==> src/sv/etc_pkg.sv <==
// ----------------------------------------------------------------------------
// etc_pkg
// shared types, constants and calendar tables for the epoch to date converter
// ----------------------------------------------------------------------------
`default_nettype none

package etc_pkg;

  localparam int unsigned OffW      = 17;
  localparam int unsigned TdataInW  = 32;
  localparam int unsigned TdataOutW = 56;
  localparam int unsigned BaseYear  = 1970;

  localparam logic [OffW-1:0] OffsetReset = 17'h1B9B0;  // -18000

  // 2^37 / 60 rounded up, exact for 32-bit dividends
  localparam logic [31:0] Recip60 = 32'h8888_8889;
  // 2^33 / 3 rounded up
  localparam logic [31:0] Recip3  = 32'hAAAA_AAAB;
  // 2^19 / 7 rounded up, exact for 16-bit dividends
  localparam logic [16:0] Recip7  = 17'd74899;
  // 2^20 / 365 rounded up, year estimate never low and at most one high
  localparam logic [11:0] Recip365 = 12'd2873;

  // year offset of 2100, the only skipped leap year in range
  localparam logic [7:0] Off2100 = 8'd130;

  typedef struct packed {
    logic [15:0] days;
    logic [12:0] week_q;
    logic [5:0]  second;
    logic [5:0]  minute;
    logic [4:0]  hour;
  } time_t;

  typedef struct packed {
    logic [5:0]  second;
    logic [5:0]  minute;
    logic [4:0]  hour;
    logic [2:0]  weekday;
    logic [4:0]  day_of_month;
    logic [3:0]  month;
    logic [11:0] year;
    logic [8:0]  ordinal_day;
    logic        leap_year;
  } date_t;

  localparam logic [2:0] WdOfMod7 [7] = '{3'd4, 3'd5, 3'd6, 3'd0, 3'd1, 3'd2, 3'd3};

  // days before each month in a common year
  localparam logic [8:0] CumStart [12] = '{
    9'd0, 9'd31, 9'd59, 9'd90, 9'd120, 9'd151,
    9'd181, 9'd212, 9'd243, 9'd273, 9'd304, 9'd334
  };

  function automatic logic is_leap_off(input logic [7:0] off);
    is_leap_off = (off[1:0] == 2'd2) && (off != Off2100);
  endfunction

  function automatic logic [8:0] cum_start(input logic [3:0] m, input logic leap);
    logic [8:0] c;
    c = CumStart[m];
    if (leap && (m >= 4'd2)) begin
      c = c + 9'd1;
    end
    cum_start = c;
  endfunction

endpackage

`default_nettype wire

==> src/sv/etc_time.sv <==
// ----------------------------------------------------------------------------
// etc_time
// offset add and constant divisions into second, minute, hour and day count
// ----------------------------------------------------------------------------
`default_nettype none

module etc_time (
  input  wire logic                      clk_i,
  input  wire logic                      rst_ni,
  input  wire logic                      en_i,
  input  wire logic                      vld_i,
  input  wire logic [31:0]               epoch_i,
  input  wire logic [etc_pkg::OffW-1:0]  offset_i,
  output logic                           vld_o,
  output etc_pkg::time_t                 time_o
);
  import etc_pkg::*;

  logic [7:0]  vld_q;
  logic [31:0] t1_q, t2_q, t3_q;
  logic [26:0] q1_q, q1b_q, q1c_q;
  logic [20:0] q2_q, q2b_q, q2c_q;
  logic [5:0]  sec3_q, sec4_q, sec5_q, sec6_q, sec7_q;
  logic [5:0]  min5_q, min6_q, min7_q;
  logic [15:0] days6_q, days7_q;
  logic [4:0]  hour7_q;
  logic [12:0] wq7_q;

  logic [63:0] p1, p2;
  logic [50:0] p3;
  logic [32:0] p4;
  logic [31:0] t1_d;

  assign t1_d = epoch_i + {{(32-OffW){offset_i[OffW-1]}}, offset_i};
  assign p1   = t2_q * Recip60;
  assign p2   = {5'd0, q1b_q} * Recip60;
  assign p3   = {q2b_q[20:3]} * Recip3;
  assign p4   = days6_q * Recip7;

  always_ff @(posedge clk_i or negedge rst_ni) begin
    if (!rst_ni) begin
      vld_q <= '0;
    end else if (en_i) begin
      vld_q <= {vld_q[6:0], vld_i};
    end
  end

  always_ff @(posedge clk_i) begin
    if (en_i) begin
      t1_q    <= t1_d;
      t2_q    <= t1_q;
      t3_q    <= t2_q;
      q1_q    <= p1[63:37];
      sec3_q  <= 6'(t3_q - 32'(q1_q) * 32'd60);
      q1b_q   <= q1_q;
      q1c_q   <= q1b_q;
      q2_q    <= p2[57:37];
      sec4_q  <= sec3_q;
      sec5_q  <= sec4_q;
      min5_q  <= 6'(q1c_q - 27'(q2_q) * 27'd60);
      q2b_q   <= q2_q;
      q2c_q   <= q2b_q;
      days6_q <= p3[48:33];
      sec6_q  <= sec5_q;
      min6_q  <= min5_q;
      days7_q <= days6_q;
      hour7_q <= 5'(q2c_q - 21'(days6_q) * 21'd24);
      wq7_q   <= p4[31:19];
      sec7_q  <= sec6_q;
      min7_q  <= min6_q;
    end
  end

  // stage alignment: t3/q1 feed sec3, q1c/q2 feed min5, q2c/days6 feed hour7
  assign vld_o         = vld_q[7];
  assign time_o.days   = days7_q;
  assign time_o.week_q = wq7_q;
  assign time_o.second = sec7_q;
  assign time_o.minute = min7_q;
  assign time_o.hour   = hour7_q;

endmodule

`default_nettype wire

==> src/sv/etc_date.sv <==
// ----------------------------------------------------------------------------
// etc_date
// weekday, year estimate and correction, month search and day of month
// ----------------------------------------------------------------------------
`default_nettype none

module etc_date (
  input  wire logic           clk_i,
  input  wire logic           rst_ni,
  input  wire logic           en_i,
  input  wire logic           vld_i,
  input  etc_pkg::time_t      time_i,
  output logic                vld_o,
  output etc_pkg::date_t      date_o
);
  import etc_pkg::*;

  logic [4:0]  vld_q;
  time_t       t1_q, t2_q, t3_q, t4_q, t5_q;
  logic [2:0]  wd1_q, wd2_q, wd3_q, wd4_q, wd5_q;
  logic [7:0]  e1_q, e2_q, o3_q, o4_q;
  logic [15:0] start2_q;
  logic [8:0]  doy3_q, doy4_q, doy5_q;
  logic        leap3_q, leap4_q, leap5_q;
  logic [3:0]  m4_q;
  logic [3:0]  m5_q;
  logic [4:0]  dom5_q;
  logic [11:0] year5_q;

  logic [27:0] pe;
  logic [15:0] wrem;
  logic [7:0]  o3_d;
  logic [15:0] start3;
  logic        low;
  logic [3:0]  m_d;

  assign pe   = time_i.days * Recip365;
  assign wrem = time_i.days - 16'(time_i.week_q) * 16'd7;
  assign low  = t2_q.days < start2_q;
  assign o3_d = low ? e2_q - 8'd1 : e2_q;
  assign start3 = low ? start2_q - (is_leap_off(o3_d) ? 16'd366 : 16'd365) : start2_q;

  always_comb begin
    m_d = '0;
    for (int k = 1; k < 12; k++) begin
      if (doy3_q > cum_start(4'(k), leap3_q)) begin
        m_d = 4'(k);
      end
    end
  end

  always_ff @(posedge clk_i or negedge rst_ni) begin
    if (!rst_ni) begin
      vld_q <= '0;
    end else if (en_i) begin
      vld_q <= {vld_q[3:0], vld_i};
    end
  end

  always_ff @(posedge clk_i) begin
    if (en_i) begin
      t1_q     <= time_i;
      wd1_q    <= WdOfMod7[wrem[2:0]];
      e1_q     <= pe[27:20];
      t2_q     <= t1_q;
      wd2_q    <= wd1_q;
      e2_q     <= e1_q;
      start2_q <= 16'(e1_q * 16'd365) + 16'((e1_q + 8'd1) >> 2)
                  - ((e1_q > Off2100) ? 16'd1 : 16'd0);
      t3_q     <= t2_q;
      wd3_q    <= wd2_q;
      o3_q     <= o3_d;
      doy3_q   <= 9'(t2_q.days - start3) + 9'd1;
      leap3_q  <= is_leap_off(o3_d);
      t4_q     <= t3_q;
      wd4_q    <= wd3_q;
      o4_q     <= o3_q;
      doy4_q   <= doy3_q;
      leap4_q  <= leap3_q;
      m4_q     <= m_d;
      t5_q     <= t4_q;
      wd5_q    <= wd4_q;
      doy5_q   <= doy4_q;
      leap5_q  <= leap4_q;
      dom5_q   <= 5'(doy4_q - cum_start(m4_q, leap4_q));
      year5_q  <= 12'(BaseYear) + {4'd0, o4_q};
      m5_q     <= m4_q + 4'd1;
    end
  end

  // note: leap years before 1970 + e counted as (e + 1) / 4, less one past 2100
  assign vld_o               = vld_q[4];
  assign date_o.second       = t5_q.second;
  assign date_o.minute       = t5_q.minute;
  assign date_o.hour         = t5_q.hour;
  assign date_o.weekday      = wd5_q;
  assign date_o.day_of_month = dom5_q;
  assign date_o.month        = m5_q;
  assign date_o.year         = year5_q;
  assign date_o.ordinal_day  = doy5_q;
  assign date_o.leap_year    = leap5_q;

endmodule

`default_nettype wire

==> src/sv/epoch_to_calendar_date.sv <==
// ----------------------------------------------------------------------------
// epoch_to_calendar_date
// unix seconds plus a signed zone offset to a gregorian date and time of day
// ----------------------------------------------------------------------------
// input words arrive on s_axis: tdata carries the 32-bit epoch second count.
// each word gives exactly one output word on m_axis with second, minute,
// hour, weekday, day of month, month, year, day of year and a leap flag.
// the zone offset register is written through cfg_we_i / cfg_wdata_i and is
// added to every word with wrap modulo 2^32; it resets to -18000 seconds.
// the datapath is a 13-stage pipeline plus an output register, and one word
// is taken every cycle while the receiver keeps up. the constant multiplies
// of the divide chain and the year correction set the stage count.
// when m_axis_tready is low and the output register is full, the whole
// pipeline holds and s_axis_tready drops; no word is lost or repeated.
// reset empties the pipeline and the output register.
// ----------------------------------------------------------------------------
`default_nettype none

module epoch_to_calendar_date (
  input  wire logic                            clk_i,
  input  wire logic                            rst_ni,
  input  wire logic                            cfg_we_i,
  input  wire logic [etc_pkg::OffW-1:0]        cfg_wdata_i,
  input  wire logic                            s_axis_tvalid,
  output logic                                 s_axis_tready,
  input  wire logic [etc_pkg::TdataInW-1:0]    s_axis_tdata,  // epoch_seconds
  output logic                                 m_axis_tvalid,
  input  wire logic                            m_axis_tready,
  // second, minute, hour, weekday, day_of_month, month, year, ordinal_day, leap_year
  output logic [etc_pkg::TdataOutW-1:0]        m_axis_tdata
);
  import etc_pkg::*;

  logic [OffW-1:0] offset_q;
  logic            en;
  logic            tvld;
  time_t           tm;
  logic            dvld;
  date_t           dt;
  logic            out_vld_q;
  date_t           out_q;

  assign en            = !out_vld_q || m_axis_tready;
  assign s_axis_tready = en;

  always_ff @(posedge clk_i or negedge rst_ni) begin
    if (!rst_ni) begin
      offset_q <= OffsetReset;
    end else if (cfg_we_i) begin
      offset_q <= cfg_wdata_i;
    end
  end

  etc_time u_time (
    .clk_i    (clk_i),
    .rst_ni   (rst_ni),
    .en_i     (en),
    .vld_i    (s_axis_tvalid),
    .epoch_i  (s_axis_tdata),
    .offset_i (offset_q),
    .vld_o    (tvld),
    .time_o   (tm)
  );

  etc_date u_date (
    .clk_i  (clk_i),
    .rst_ni (rst_ni),
    .en_i   (en),
    .vld_i  (tvld),
    .time_i (tm),
    .vld_o  (dvld),
    .date_o (dt)
  );

  always_ff @(posedge clk_i or negedge rst_ni) begin
    if (!rst_ni) begin
      out_vld_q <= 1'b0;
    end else if (en) begin
      out_vld_q <= dvld;
    end
  end

  always_ff @(posedge clk_i) begin
    if (en) begin
      out_q <= dt;
    end
  end

  assign m_axis_tvalid = out_vld_q;
  assign m_axis_tdata  = {5'd0, out_q.leap_year, out_q.ordinal_day, out_q.year,
                          out_q.month, out_q.day_of_month, out_q.weekday,
                          out_q.hour, out_q.minute, out_q.second};

endmodule

`default_nettype wire
==> config.mk <==
export PLATFORM = sky130hd
export DESIGN_NAME = epoch_to_calendar_date
export DESIGN_NICKNAME = d
export VERILOG_FILES = /design/src/sv/etc_pkg.sv /design/src/sv/etc_time.sv /design/src/sv/etc_date.sv /design/src/sv/epoch_to_calendar_date.sv
export SDC_FILE = /design/constraint.sdc
export NUM_CORES = 2
export LEC_CHECK = 0
export ABC_AREA = 1
export BUFFER_PORTS_ARGS = -buffer_cell sky130_fd_sc_hd__buf_4
export CAP_MARGIN = 20
export CORE_ASPECT_RATIO = 0.7
export CORE_MARGIN = 4
export CORE_UTILIZATION = 53
export CTS_CLUSTER_DIAMETER = 30
export DETAILED_ROUTE_END_ITERATION = 8
export PLACE_DENSITY = 0.74
export SLEW_MARGIN = 20
export SYNTH_ARGS = -nofsm -noshare
export SYNTH_HDL_FRONTEND = slang
export SYNTH_SLANG_ARGS = --single-unit
==> constraint.sdc <==
create_clock -name clk_i -period 24.1 [get_ports clk_i]
set_input_delay 2.41 -clock clk_i [delete_from_list [all_inputs] [get_ports clk_i]]
set_output_delay 2.41 -clock clk_i [all_outputs]
set_load 0.02 [all_outputs]
* Word-level counts from Yosys, hierarchy flattened *
Memories as Yosys holds them, arrays and structs flattened. A register that Yosys moved wholly into a read port is not among the register bits.
Index checks and enable logic that the tools add are counted.

cells by class
  add/subtract/negate cells = 16
  multipliers = 10
  magnitude comparators = 15
  eq/ne operators = 2
  multiplexer cells = 28
  bitwise logic cells = 2
  reduce and logical (&&, ||, !) cells = 6

operators by type and width
  operator                count
  $mul 32x32->64 const B  1
  $mul 27x32->58 const B  1
  $mul 18x32->49 const B  1
  $gt 9x8->1              4
  $add 32x32->32          1
  $mul 16x17->32 const B  1
  $mul 16x12->28 const B  1
  $gt 9x9->1              3
  $mul 27x4->4 const B    1
  $mul 21x4->4 const B    1
  $mux 5                  4
  $gt 9x7->1              2
  $mux 3                  6
  $sub 9x9->9             2
  $add 16x14->16          1
  $lt 16x16->1            1
  $mul 16x2->2 const B    1
  $mul 8x9->16 const B    1
  $sub 16x16->16          1
  $mux 2                  7
  $mul 13x3->3 const B    1
  $add 11x8->12 const A   1
  $sub 6x6->6             2
  $sub 5x5->5             2
  other kinds (24)        32

word-level totals
  register bits after elaboration = 589
  bits in read-only memories = 168
  input bits = 54
  memories kept = 2

memories
  name             depth  width  read ports  clocked after Yosys merged registers in  write ports  RTL line        text
  (no name shown)  16     9      1           0                                        0            etc_pkg.sv:62   c = CumStart[m];
  (no name shown)  8      3      1           1                                        0            etc_date.sv:63  wd1_q <= WdOfMod7[wrem[2:0]];

* Logic depth before layout (Yosys ltp) *
  depth after elaboration = 11
  mapped depth = 35
  depth with buffers taken out = 34

* Hierarchy *
From an unflattened synthesis, not the netlist that was laid out.

second synthesis, totals
  cell total of the unflattened synthesis = 6296
  area total of the unflattened synthesis = 58255.9 um^2

by module, submodules not included
  module                  instances  cells each  area an instance (um^2)
  etc_time                1          4891        40730.3
  etc_date                1          1271        15220.8
  epoch_to_calendar_date  1          134         2304.7

* Least setup slack after synthesis *
No wires, ideal clock.

  path kind = input-to-output
  from = input m_axis_tready
  to = output s_axis_tready
  data arrival time = 17759 ps
  required time = 21690 ps
  path slack = 3931 ps
  cell stages on the path = 3
  path buffers = 1
  cell sequence = inv_1 nand2_1 clkbuf_1

on the way
  word-level cells in the longest chain between the ends = 1

ends and longest elaborated chain
  item                RTL line                      text
  start: declaration  epoch_to_calendar_date.sv:28  input wire logic m_axis_tready,
  $logic_or 1x1->1    epoch_to_calendar_date.sv:43  assign en = !out_vld_q || m_axis_tready;
  end: declaration    epoch_to_calendar_date.sv:25  output logic s_axis_tready,

No other way between the ends.

* Final worst setup path *
  from = register u_time.t2_q[5]
  to = register u_time.q1_q[18], data pin

on the way
  word-level cells in the longest chain between the ends = 1

ends and longest elaborated chain
  item                      RTL line        text
  start: declaration        etc_time.sv:20  logic [31:0] t1_q, t2_q, t3_q;
  start signal: assignment  etc_time.sv:51  t2_q <= t1_q;
  $mul 32x32->64            etc_time.sv:35  assign p1 = t2_q * Recip60;
  via u_time.p1[55]         etc_time.sv:29  logic [63:0] p1, p2;
  end signal: assignment    etc_time.sv:53  q1_q <= p1[63:37];
  end: declaration          etc_time.sv:21  logic [26:0] q1_q, q1b_q, q1c_q;

The timed path passes the listed nets, and every way through them passes these cells.
A chain may end at the register's enable or synchronous reset.

==> flow_metrics.env <==
export IMPL_status="finished clean"
export IMPL_cts_tree="built"
export IMPL_vias_per_cell=5.32
export IMPL_dieArea_mm2=0.110
export IMPL_gr_total_overflow=0
export IMPL_async_reset_ff_frac=0.0533
export IMPL_fmax_mhz=152
export IMPL_post_cts_buffers=0
export IMPL_drc=0
export IMPL_r2r_end="u_time.q1_q[18]"
export IMPL_grt_max_degree=86
export IMPL_grt_pass1_vias=39600
export IMPL_use_met3=0.0761
export IMPL_yosysMostFrequentCell="inv_1"
export IMPL_first_pass_iters=6
export IMPL_timing_rr_start="u_time.t2_q[5]"
export IMPL_wl_per_cell_um=18.2
export IMPL_synth_edff_count=551
export IMPL_finalMaxSlewViolations=0
export IMPL_min_period_ns=6.56
export IMPL_antenna_found_initial=1
export IMPL_path_max_fanout=6
export IMPL_numPortBuffers=106
export IMPL_use_met1=0.372
export IMPL_synth_area_mm2=0.0554
export IMPL_hold_class="reg2reg"
export IMPL_cp_arrival_ns=6.95
export IMPL_fin_util=0.598
export IMPL_cts_sinks=582
export IMPL_synth_seq_cells=582
export IMPL_critPathKind="reg2reg"
export IMPL_cts_hold_buf=0
export IMPL_cts_root_buf="clkbuf_16"
export IMPL_slew_headroom=0.296
export IMPL_regToRegSetupSlack_ns=17.54
export IMPL_hp_start="u_time.min5_q[4]"
export IMPL_setup_viol_count_final=0
export IMPL_hpwl_um=111000
export IMPL_yosysSeqAreaShare=0.313
export IMPL_die_y_um=278
export IMPL_core_area_mm2=0.103
export IMPL_synth_cell_types=59
export IMPL_grt_pass1_wl_um=215000
export IMPL_yosysTopAreaCell="edfxtp_1"
export IMPL_cts_buffers=99
export IMPL_hold_viol=0
export IMPL_antenna_cells=0
export IMPL_grt_total_usage=0.247
export IMPL_worst_pin_slew_ns=1.05
export IMPL_ios=112
export IMPL_required_ns=24.48
export IMPL_htreeDepth=3
export IMPL_nNetsFinal=7335
export IMPL_grt_busiest_layer="met1"
export IMPL_drt_wl_total_um=133000
export IMPL_vias=38700
export IMPL_die_x_um=394
export IMPL_setup_worst_path_start_class="register"
export IMPL_yosys_warnings=0
export IMPL_area_growth_syn_to_layout_pct=11.1
export IMPL_fp_row_count=98
export IMPL_reg2reg_depth=21
export IMPL_syn_area_per_cell_um2=9.81
export IMPL_synth_cells=5644
export IMPL_maxCapViolCount=0
export IMPL_gp_congestion=0.987
export IMPL_drive_gt1_frac=0.0632
export IMPL_insertion_delay_ns=0.71
export IMPL_fin_tns_setup_ns=0
export IMPL_use_met2=0.358
export IMPL_netlist_area_leader_share=0.299
export IMPL_critPathCapture="u_time.q1_q[18]"
export IMPL_ys_top_cells_by_area="edfxtp_1 (30%), ha_1 (21%), fa_1 (18%), inv_1 (9.0%), nand2_1 (4.9%)"
export IMPL_rsz0062_at_grt="no"
export IMPL_period_share=0.272
export IMPL_worstSetupStartpoint="u_time.t2_q[5]"
export IMPL_cts_repair_resize_count=0
export IMPL_clock_path_buffers=3
export IMPL_ys_flop_type="edfxtp_1"
export IMPL_fin_skew_ns=0.0902
export IMPL_drtAntennaViolNets=0
export IMPL_critPathCaptureType="register"
export IMPL_drt_iter0_markers=3103
export IMPL_synth_commonest_cells="inv_1 (1327), ha_1 (930), nand2_1 (718), edfxtp_1 (551), fa_1 (499)"
export IMPL_clkTransAtPathRegs_ns=0.06
export IMPL_initial_core_util=0.538
-- worst max-delay path: stages, from the launching register on --
cell      delay [ns]
edfxtp_1        0.52
ha_1            0.42
inv_1           0.08
fa_1            0.59
inv_1           0.08
fa_1            0.50
inv_1           0.06
fa_1            0.49
fa_1            0.55
inv_1           0.05
fa_1            0.52
inv_1           0.05
fa_1            0.55
inv_1           0.04
ha_1            0.31
a21oi_1         0.10
o21ai_0         0.46
a21oi_1         0.24
and2_0          0.25
or2_1           0.24
nand4_1         0.10
nand2_1         0.06
-- placed cells by master, fill, tap and decap left out, types with 18 or more instances in the layout --
cell type and instances:
inv_1 1327, nor2_1 407, o21ai_0 183, nor3_1 36
mux2_2 18, ha_1 930, nand3_1 176, fa_1 499
inv_2 21, o21bai_1 28, o21a_1 20, buf_4 114
clkbuf_16 99, dfrtp_1 22, nand4_1 48, nand2_1 717
edfxtp_1 551, xor2_1 115, a21o_1 24, xnor2_1 45
a21oi_1 299
-- stage by stage --
stage	instance area, um^2	hold slack, ns	setup slack [ns]	instances
after floorplan	55400	0.400	3.93	5648
after global placement	57900	0.400	17.41	7101
after detailed placement	57900	0.405	17.32	7101
after CTS	61500	0.371	17.53	7284
after global routing	61500	0.370	17.19	7284
final	61500	0.371	17.54	7284
-- flip-flops by register name, indices dropped and copies added (netlist names), 17 cells and up --
| name | count |
|---|---|
| u_time.q2_q | 21 |
| u_date.date_o | 17 |
| u_time.q1b_q | 27 |
| u_time.t2_q | 32 |
| u_date.t4_q | 17 |
| u_time.q1_q | 27 |
| u_date.t3_q | 17 |
| u_time.q2b_q | 21 |
| m_axis_tdata | 51 |
| u_date.t2_q | 33 |
| offset_q | 17 |
| u_time.t1_q | 32 |
| u_date.t1_q | 33 |
-- layout make-up --
| class | instances | area [um^2] |
|---|---|---|
| multi-input combinational | 3707 | 32900 |
| fill | 8583 | 41400 |
| clock inverter | 79 | 1130 |
| clock buffer | 104 | 2500 |
| tap | 1350 | 1690 |
| inverter | 1348 | 5060 |
| sequential | 582 | 17300 |
| timing repair buffer | 114 | 856 |
-- metal layers --
| metal | routed length [um] | up-vias |
|---|---|---|
| met5 | 0 | - |
| met4 | 1520 | 0 |
| met3 | 13000 | 115 |
| met2 | 54400 | 1231 |
| met1 | 63900 | 18600 |
| li1 | - | 18700 |
-- kinds of logic (layout without fill, tap and decap cells) --
| family | Yosys count | count (layout) | synth area share |
|---|---|---|---|
| simple gates | 1462 | 1462 | 0.111 |
| fa+ha+maj | 1429 | 1429 | 0.391 |
| buf+inv | 1359 | 1645 | 0.0927 |
| compound gates | 633 | 633 | 0.0636 |
| flops | 582 | 582 | 0.313 |
| xor+xnor | 160 | 160 | 0.0253 |
| mux | 18 | 18 | 0.00366 |
| other cells | 1 | 5 | 0.0000677 |
-- how the worst min path moves through the flow --
stage / to / slack (ns) / cells after the start
after detailed placement: m_axis_tdata[39] / 0.40 / 0
after floorplan: m_axis_tdata[0] / 0.40 / 0
after global placement: u_date.date_o[35] / 0.40 / 0
after global routing: u_time.q1b_q[9] / 0.37 / 0
after CTS: u_time.min6_q[4] / 0.37 / 0
final: u_time.min6_q[4] / 0.37 / 0
Power is left out: the tool's default activity adds up to more than one toggle a clock period on the data nets, which glitch-free logic cannot reach.
